[src/rtl/yuyv2rgb_pkg.sv]
// Types, constants and arithmetic helpers for the YUYV to RGB converter.
package yuyv2rgb_pkg;

    localparam int PIX_W       = 8;
    localparam int PROD_W      = 19;
    localparam int TERM_W      = 11;
    localparam int SUM_W       = 13;
    localparam int SCALE_SHIFT = 8;

    typedef logic [PIX_W-1:0]         pixel_t;
    typedef logic signed [PROD_W-1:0] prod_t;
    typedef logic signed [TERM_W-1:0] term_t;
    typedef logic signed [SUM_W-1:0]  sum_t;

    localparam prod_t LUMA_OFFSET   = 19'sd16;
    localparam prod_t CHROMA_OFFSET = 19'sd128;
    localparam prod_t LUMA_GAIN     = 19'sd298;
    localparam prod_t CR_TO_R       = 19'sd459;
    localparam prod_t CB_TO_B       = 19'sd541;
    localparam prod_t CB_TO_G       = -19'sd137;
    localparam prod_t CR_TO_G       = -19'sd55;
    localparam prod_t ROUND_BIAS    = prod_t'((1 << SCALE_SHIFT) - 1);
    localparam sum_t  BYTE_MAX      = sum_t'((1 << PIX_W) - 1);

    typedef struct packed {
        term_t r_add;
        term_t gu_add;
        term_t gv_add;
        term_t b_add;
    } chroma_terms_t;

    typedef struct packed {
        logic load_s1;
        logic load_s2;
    } stage_ctrl_t;

    // Divide by 256 with truncation toward zero.
    function automatic term_t scale_term(prod_t p);
        prod_t biased;
        biased = p + (p[PROD_W-1] ? ROUND_BIAS : prod_t'(0));
        return term_t'(biased >>> SCALE_SHIFT);
    endfunction

    function automatic prod_t widen(pixel_t c);
        return prod_t'({1'b0, c});
    endfunction

    function automatic pixel_t clamp_byte(sum_t s);
        pixel_t res;
        if (s < 0)
            res = '0;
        else if (s > BYTE_MAX)
            res = '1;
        else
            res = s[PIX_W-1:0];
        return res;
    endfunction

endpackage

[src/rtl/yuyv_to_rgb_converter_core.sv]
// YUYV 4:2:2 macropixel to two RGB pixels, integer coefficients.
//
// Input channel: in_valid / in_stall with luma_first, chroma_blue,
// luma_second and chroma_red, one packed macropixel per transaction.
// Output channel: out_valid / out_stall with the clamped RGB bytes of
// both pixels, one transaction per input transaction, in order.
// An accepted macropixel is registered in stage 1 and then in the output
// registers, where out_valid rises; a held output result can delay the move.
// Throughput: one macropixel per cycle while the output is not stalled, through the two register stages
// (multiply and divide, then merge and clamp).
// Two luma lanes run side by side and share one chroma unit.
// When out_stall holds a waiting result, the first stage still takes one
// more transaction; in_stall rises only when both stages are full.
// Reset clears both stage valid flags; no result is shown until new
// input arrives. The block keeps no state between transactions.
module yuyv_to_rgb_converter_core
    import yuyv2rgb_pkg::*;
(
    input  logic   clk,
    input  logic   rst_n,
    input  logic   in_valid,
    output logic   in_stall,
    input  pixel_t luma_first,
    input  pixel_t chroma_blue,
    input  pixel_t luma_second,
    input  pixel_t chroma_red,
    output logic   out_valid,
    input  logic   out_stall,
    output pixel_t red_first,
    output pixel_t green_first,
    output pixel_t blue_first,
    output pixel_t red_second,
    output pixel_t green_second,
    output pixel_t blue_second
);

    logic          s1_valid_reg;
    logic          s1_valid_next;
    logic          out_valid_reg;
    logic          out_valid_next;
    logic          s2_open;
    stage_ctrl_t   ctrl;
    chroma_terms_t terms;

    always_comb
    begin
        s2_open        = !(out_valid_reg && out_stall);
        in_stall       = s1_valid_reg && !s2_open;
        ctrl.load_s1   = in_valid && !in_stall;
        ctrl.load_s2   = s2_open && s1_valid_reg;
        s1_valid_next  = ctrl.load_s1 ? 1'b1 : (s2_open ? 1'b0 : s1_valid_reg);
        out_valid_next = s2_open ? s1_valid_reg : out_valid_reg;
    end

    always_ff @(posedge clk or negedge rst_n)
    begin
        if (!rst_n)
        begin
            s1_valid_reg  <= 1'b0;
            out_valid_reg <= 1'b0;
        end
        else
        begin
            s1_valid_reg  <= s1_valid_next;
            out_valid_reg <= out_valid_next;
        end
    end

    assign out_valid = out_valid_reg;

    yuyv2rgb_chroma u_chroma (
        .clk         (clk),
        .load        (ctrl.load_s1),
        .chroma_blue (chroma_blue),
        .chroma_red  (chroma_red),
        .terms       (terms)
    );

    yuyv2rgb_lane u_lane_first (
        .clk   (clk),
        .ctrl  (ctrl),
        .luma  (luma_first),
        .terms (terms),
        .red   (red_first),
        .green (green_first),
        .blue  (blue_first)
    );

    yuyv2rgb_lane u_lane_second (
        .clk   (clk),
        .ctrl  (ctrl),
        .luma  (luma_second),
        .terms (terms),
        .red   (red_second),
        .green (green_second),
        .blue  (blue_second)
    );

endmodule

[src/rtl/yuyv2rgb_chroma.sv]
// Shared chroma unit: scaled chroma contributions for both pixel lanes.
module yuyv2rgb_chroma
    import yuyv2rgb_pkg::*;
(
    input  logic          clk,
    input  logic          load,
    input  pixel_t        chroma_blue,
    input  pixel_t        chroma_red,
    output chroma_terms_t terms
);

    prod_t         du;
    prod_t         dv;
    prod_t         r_prod;
    prod_t         gu_prod;
    prod_t         gv_prod;
    prod_t         b_prod;
    chroma_terms_t terms_next;
    chroma_terms_t terms_reg;

    always_comb
    begin
        du      = widen(chroma_blue) - CHROMA_OFFSET;
        dv      = widen(chroma_red) - CHROMA_OFFSET;
        r_prod  = CR_TO_R * dv;
        gu_prod = CB_TO_G * du;
        gv_prod = CR_TO_G * dv;
        b_prod  = CB_TO_B * du;
        terms_next.r_add  = scale_term(r_prod);
        terms_next.gu_add = scale_term(gu_prod);
        terms_next.gv_add = scale_term(gv_prod);
        terms_next.b_add  = scale_term(b_prod);
    end

    always_ff @(posedge clk)
    begin
        if (load)
            terms_reg <= terms_next;
    end

    assign terms = terms_reg;

endmodule

[src/rtl/yuyv2rgb_lane.sv]
// One pixel lane: luma scaling, then chroma merge and clamp into the output register.
module yuyv2rgb_lane
    import yuyv2rgb_pkg::*;
(
    input  logic          clk,
    input  stage_ctrl_t   ctrl,
    input  pixel_t        luma,
    input  chroma_terms_t terms,
    output pixel_t        red,
    output pixel_t        green,
    output pixel_t        blue
);

    prod_t  l_prod;
    term_t  luma_term_next;
    term_t  luma_term_reg;
    sum_t   r_sum;
    sum_t   g_sum;
    sum_t   b_sum;
    pixel_t red_next;
    pixel_t green_next;
    pixel_t blue_next;
    pixel_t red_reg;
    pixel_t green_reg;
    pixel_t blue_reg;

    always_comb
    begin
        l_prod         = LUMA_GAIN * (widen(luma) - LUMA_OFFSET);
        luma_term_next = scale_term(l_prod);
    end

    always_comb
    begin
        r_sum = sum_t'(luma_term_reg) + sum_t'(terms.r_add);
        g_sum = sum_t'(luma_term_reg) + sum_t'(terms.gu_add) + sum_t'(terms.gv_add);
        b_sum = sum_t'(luma_term_reg) + sum_t'(terms.b_add);
        red_next   = clamp_byte(r_sum);
        green_next = clamp_byte(g_sum);
        blue_next  = clamp_byte(b_sum);
    end

    always_ff @(posedge clk)
    begin
        if (ctrl.load_s1)
            luma_term_reg <= luma_term_next;
        if (ctrl.load_s2)
        begin
            red_reg   <= red_next;
            green_reg <= green_next;
            blue_reg  <= blue_next;
        end
    end

    assign red   = red_reg;
    assign green = green_reg;
    assign blue  = blue_reg;

endmodule

[config.mk]
export PLATFORM = sky130hd
export DESIGN_NAME = yuyv_to_rgb_converter_core
export DESIGN_NICKNAME = d
export VERILOG_FILES = /design/src/rtl/yuyv2rgb_pkg.sv /design/src/rtl/yuyv_to_rgb_converter_core.sv /design/src/rtl/yuyv2rgb_chroma.sv /design/src/rtl/yuyv2rgb_lane.sv
export SDC_FILE = /design/constraint.sdc
export NUM_CORES = 1
export LEC_CHECK = 0
export BUFFER_PORTS_ARGS = -buffer_cell sky130_fd_sc_hd__buf_2
export CORE_ASPECT_RATIO = 0.9
export CORE_MARGIN = 5
export CORE_UTILIZATION = 50
export CTS_CLUSTER_DIAMETER = 80
export DETAILED_ROUTE_END_ITERATION = 10
export PLACE_DENSITY = 0.67
export SYNTH_ARGS = -nofsm -noshare
export SYNTH_HDL_FRONTEND = slang
export SYNTH_SLANG_ARGS = --single-unit
export TNS_END_PERCENT = 50
[constraint.sdc]
create_clock -name clk -period 10.3 [get_ports clk]
set_input_delay 2.06 -clock clk [delete_from_list [all_inputs] [get_ports clk]]
set_output_delay 2.06 -clock clk [all_outputs]
set_load 0.03 [all_outputs]
# Word-level counts from Yosys, hierarchy flattened
# Cells that the tools add are included.
[classes]
n_eq_ne = 1
muxes = 14
mul = 6
reduce_logical = 6
n_addsub = 18
n_lt_le_gt_ge = 12
[ops]
columns = ["op", "count"]
rows = [
  ["$add 19x19->19", 6],
  ["$mux 8", 12],
  ["$add 11x11->12", 6],
  ["$gt 12x9->1 const B", 4],
  ["$lt 12x1->1 const B", 4],
  ["$mul 9x19->18 const A", 2],
  ["$add 12x11->13", 2],
  ["$gt 13x9->1 const B", 2],
  ["$lt 13x1->1 const B", 2],
  ["$mul 10x19->19 const A", 1],
  ["$mul 11x19->19 const A", 1],
  ["$mul 7x19->19 const A", 1],
  ["$mul 9x19->19 const A", 1],
  ["$sub 8x5->9 const B", 2],
  ["$sub 8x8->9 const B", 2],
  ["$logic_and 1x1->1", 4],
  ["$logic_not 1->1", 2],
  ["$mux 1", 2],
  ["$ne 2x1->1 const B", 1],
]
[totals]
in_bits = 36
register_bits = 116
out_inout_bits = 50

# Logic depth before layout (Yosys ltp)
[logic_depth]
word_depth = 5
mapped_depth = 25
mapped_depth_nobuf = 25

# Hierarchy
# Synthesis repeated with hierarchy kept, for this count alone.
[hier_totals]
hier_cells = 1891
area_unflattened_um2 = 18158.7
[by_module_without_submodules]
columns = ["module", "cells_each", "instances", "area_per_inst_um2"]
rows = [
  ["yuyv2rgb_chroma", 960, 1, 8961.1],
  ["yuyv2rgb_lane at u_lane_first", 467, 1, 4605.7],
  ["yuyv2rgb_lane at u_lane_second", 456, 1, 4499.3],
  ["yuyv_to_rgb_converter_core", 8, 1, 92.6],
]

# Worst setup path before layout
# No wires, ideal clock.
[synth_timing]
kind = "in2reg"
startpoint = "input chroma_blue[7]"
endpoint = "register u_chroma.terms_reg, in the netlist u_chroma.terms[32], data pin"
arrival_ns = 8.265
required_time_ns = 10.042
setup_time_ns = 0.258
path_buffers = 1
cell_stages = 24
path_slack_ns = 1.778
path_cell_list = "clkbuf_1 > inv_1 > ha_1 > fa_1 > inv_1 > fa_1 > fa_1 > inv_1 > fa_1 > inv_1 > ha_1 > o21ai_0 > nor4_1 > or3_4 > o21ai_0 > xor2_1 > inv_1 > ha_1 > o31ai_1 > and4b_1 > a2111oi_4 > and4bb_4 > nand4_1 > xnor2_1"
[synth_rtl]
columns = ["element", "line_no", "source"]
rows = [
  ["start, declared", "yuyv_to_rgb_converter_core.sv:24", "input pixel_t chroma_blue,"],
  ["end signal, assigned", "yuyv2rgb_chroma.sv:38", "terms_reg <= terms_next;"],
  ["end, declared", "yuyv2rgb_chroma.sv:19", "chroma_terms_t terms_reg;"],
]

==> flow_metrics.env <==
export IMPL_core_area_mm2=0.03584
export IMPL_syn_nets=2393
export IMPL_synth_area_leader_cell="ha_1"
export IMPL_leakagePower_nw=9.450
export IMPL_wire_per_inst_um=15.65
export IMPL_slew_viol_final=0
export IMPL_min_from="s1_valid_reg$_DFFE_PN0P_"
export IMPL_critPathKind="in -> reg"
export IMPL_synth_warning_count=0
export IMPL_synth_edf_count=114
export IMPL_firstDrtPassIters=5
export IMPL_dieArea_mm2=0.03994
export IMPL_status="complete, no violations"
export IMPL_ant_nets=0
export IMPL_ir_drop_uv=224.0
export IMPL_num_fill_cells=3164
export IMPL_max_freq_mhz=114.5
export IMPL_fp_row_count=66
export IMPL_numCtsBuffers=17
export IMPL_min_path_cells=1
export IMPL_rr_worst_depth=11
export IMPL_grt_use_total_pct=19.31
export IMPL_dpl_hpwl_mm=32.13
export IMPL_ctsHtreeMaxLevel=4
export IMPL_cts_tree="done"
export IMPL_endpoint_kind="flop"
export IMPL_period_share_pct=84.80
export IMPL_r2r_start="u_lane_first.luma_term_reg[1]$_DFFE_PP_"
export IMPL_overflow=0
export IMPL_rsz0062_at_grt="no"
export IMPL_largest_reg_flops=44
export IMPL_hold_class="reg -> reg"
export IMPL_required_ps=10470
export IMPL_ys_top_cells_by_area="ha_1 (26%), edfxtp_1 (19%), fa_1 (13%), inv_1 (6.1%), xnor2_1 (4.9%)"
export IMPL_grt_pass1_vias=13340
export IMPL_worst_hold_slack_ps=484.8
export IMPL_synthDistinctLibCells=81
export IMPL_skew_ps=10.01
export IMPL_whs_endpoint="out_valid$_DFFE_PN0N_"
export IMPL_ys_flop_type="edfxtp_1"
export IMPL_grt_max_degree=67
export IMPL_ys_ff_latch=116
export IMPL_postSynthCellCount=1858
export IMPL_slew_headroom_pct=39.75
export IMPL_die_w_um=210.1
export IMPL_cap_violations=0
export IMPL_post_route_util_pct=54.86
export IMPL_syn_area_per_cell_um2=9.698
export IMPL_arrival_ps=8910
export IMPL_cts_resized=0
export IMPL_start_util_pct=50.28
export IMPL_grt_first_pass_wirelength_mm=64.04
export IMPL_finalNonFillerCells=2444
export IMPL_drt_wl_total_mm=38.25
export IMPL_post_cts_buffers=0
export IMPL_tightest_slew_ps=881.0
export IMPL_r2r_end="u_lane_first.green[0]$_SDFFCE_PN0P_"
export IMPL_cts_hold_buf=0
export IMPL_drt_iter0_markers=698
export IMPL_regArea_mm2=0.003473
export IMPL_port_buffers=85
export IMPL_finalSetupTns_ps=0
export IMPL_cts_sinks=116
export IMPL_dp_cells=2412
export IMPL_finalSetupViolCount=0
export IMPL_r2r_setup_slack_ps=6310
export IMPL_synth_top_cell_area_share_pct=26.25
export IMPL_cts_buffer_depth=2
export IMPL_area_growth_pct=9.118
export IMPL_grt_antenna_before_repair=0
export IMPL_cts_root_buf="clkbuf_16"
export IMPL_drc_errors=0
export IMPL_clkTransAtPathRegs_ps=60
export IMPL_nNetsFinal=2490
export IMPL_pin_count=86
export IMPL_period_minus_slack_ps=8735
export IMPL_ys_async_sr_fraction_pct=1.724
export IMPL_drive_above_1_share_pct=7.978
export IMPL_ys_top_cells_by_count="ha_1 (378), inv_1 (293), a21oi_1 (137)"
export IMPL_critPathMaxFanout=17
export IMPL_critPathLaunchType="input pin"
export IMPL_die_y_um=190.1
export IMPL_multi_input_area_mm2=0.01342
export IMPL_syn_area_mm2=0.01802
export IMPL_vias=13490
export IMPL_synth_most_common_cell="ha_1"
export IMPL_hold_viol=0
export IMPL_n_antenna_cell=0
export IMPL_power_density_mw_per_mm2=312.3
export IMPL_via_per_inst=5.520
export IMPL_insertion_delay_ps=430
export IMPL_gp_routability_congestion=0.9250
export IMPL_yosysSeqAreaShare_pct=19.28
## report_power, final
group | switching [mW] | internal (mW)
sequential | 0.188 | 0.857
combinational | 2.59 | 1.88
clock | 0.214 | 0.411
total | 3.00 | 3.15
## critical path: stages
cell	delay, ps
buf_2	370
inv_1	420
ha_1	490
fa_1	560
inv_1	50
fa_1	470
fa_1	550
inv_1	50
fa_1	490
inv_1	40
ha_1	330
o21ai_0	130
nor4_1	90
or3_4	420
o21ai_0	410
xor2_1	220
inv_1	90
ha_1	280
o31ai_1	60
and4b_1	260
a2111oi_4	440
and4bb_4	330
nand4_1	120
xnor2_1	160
## through the flow
step                cell area [um^2]  setup slack [ps]  power, mW
finish                         19660              1565      6.141
global route                   19660              1115      6.776
CTS                            19660              1533      6.151
detailed placement             19040              1096      5.476
global placement               19040              1242      5.386
floorplan                      18020              1778      4.498
## kinds of logic (layout without fill, tap and decap cells)
family | after synthesis | count (layout) | share of synthesized area (%)
AOI/OAI and AO/OA | 411 | 411 | 15.33
xor gates and xnor gates | 180 | 180 | 8.749
adders and majority gates | 499 | 499 | 39.69
buffers and inverters | 304 | 414 | 6.347
DFF | 116 | 116 | 19.28
muxes | 17 | 17 | 1.000
and+or+nand+nor | 331 | 331 | 9.610
## final cells by class
cell class | count | area share, %
Sequential cell | 116 | 17.67
Tap cell | 476 | 3.029
Timing Repair Buffer | 87 | 2.240
Inverter | 295 | 5.632
Clock buffer | 20 | 2.272
Clock inverter | 12 | 0.9100
Multi-Input combinational cell | 1438 | 68.25
## cell usage in the layout, fill, tap and decap left out, types with 6 or more instances in the layout
cell	Yosys	routed
xnor2_1	100	100
a31oi_1	19	19
nand3_1	34	34
nor4_1	9	9
a21oi_1	137	137
nor2_1	71	71
nor3_1	37	37
fa_1	121	121
inv_1	293	293
mux2i_1	9	9
edfxtp_1	114	114
o211ai_1	8	8
and2_1	14	13
nand4_1	11	11
a2111oi_0	7	7
o21bai_1	22	22
nor2b_1	17	17
buf_2	2	85
nand2b_1	12	12
mux2_2	8	8
o21a_1	25	25
o21ai_0	55	55
o31ai_1	8	8
nand3b_1	6	6
or3_1	10	10
nand2_1	66	66
a211oi_1	18	18
or2_2	8	8
xor2_1	80	80
and3_1	11	11
a21o_1	41	41
a2111o_1	7	7
clkbuf_16	0	17
ha_1	378	378
## layer usage
metal	track usage, %	wire (um)
met1	26.86	18340
met2	32.45	17780
met3	2.424	1485
met4	4.241	642
met5	0	0
## worst max-delay path by stage
| stage | startpoint | end | slack, ps | depth (start not counted) |
|---|---|---|---|---|
| floorplan | chroma_blue[7] | u_chroma.terms[32]$_DFFE_PP_ | 1780 | 24 |
| global placement | chroma_blue[7] | u_chroma.terms[32]$_DFFE_PP_ | 1240 | 24 |
| detailed placement | chroma_blue[7] | u_chroma.terms[32]$_DFFE_PP_ | 1100 | 24 |
| CTS | chroma_blue[7] | u_chroma.terms[32]$_DFFE_PP_ | 1530 | 24 |
| global route | chroma_blue[7] | u_chroma.terms[31]$_DFFE_PP_ | 1110 | 24 |
| finish | chroma_blue[7] | u_chroma.terms[32]$_DFFE_PP_ | 1570 | 24 |
(Power assumes the default switching activity.)
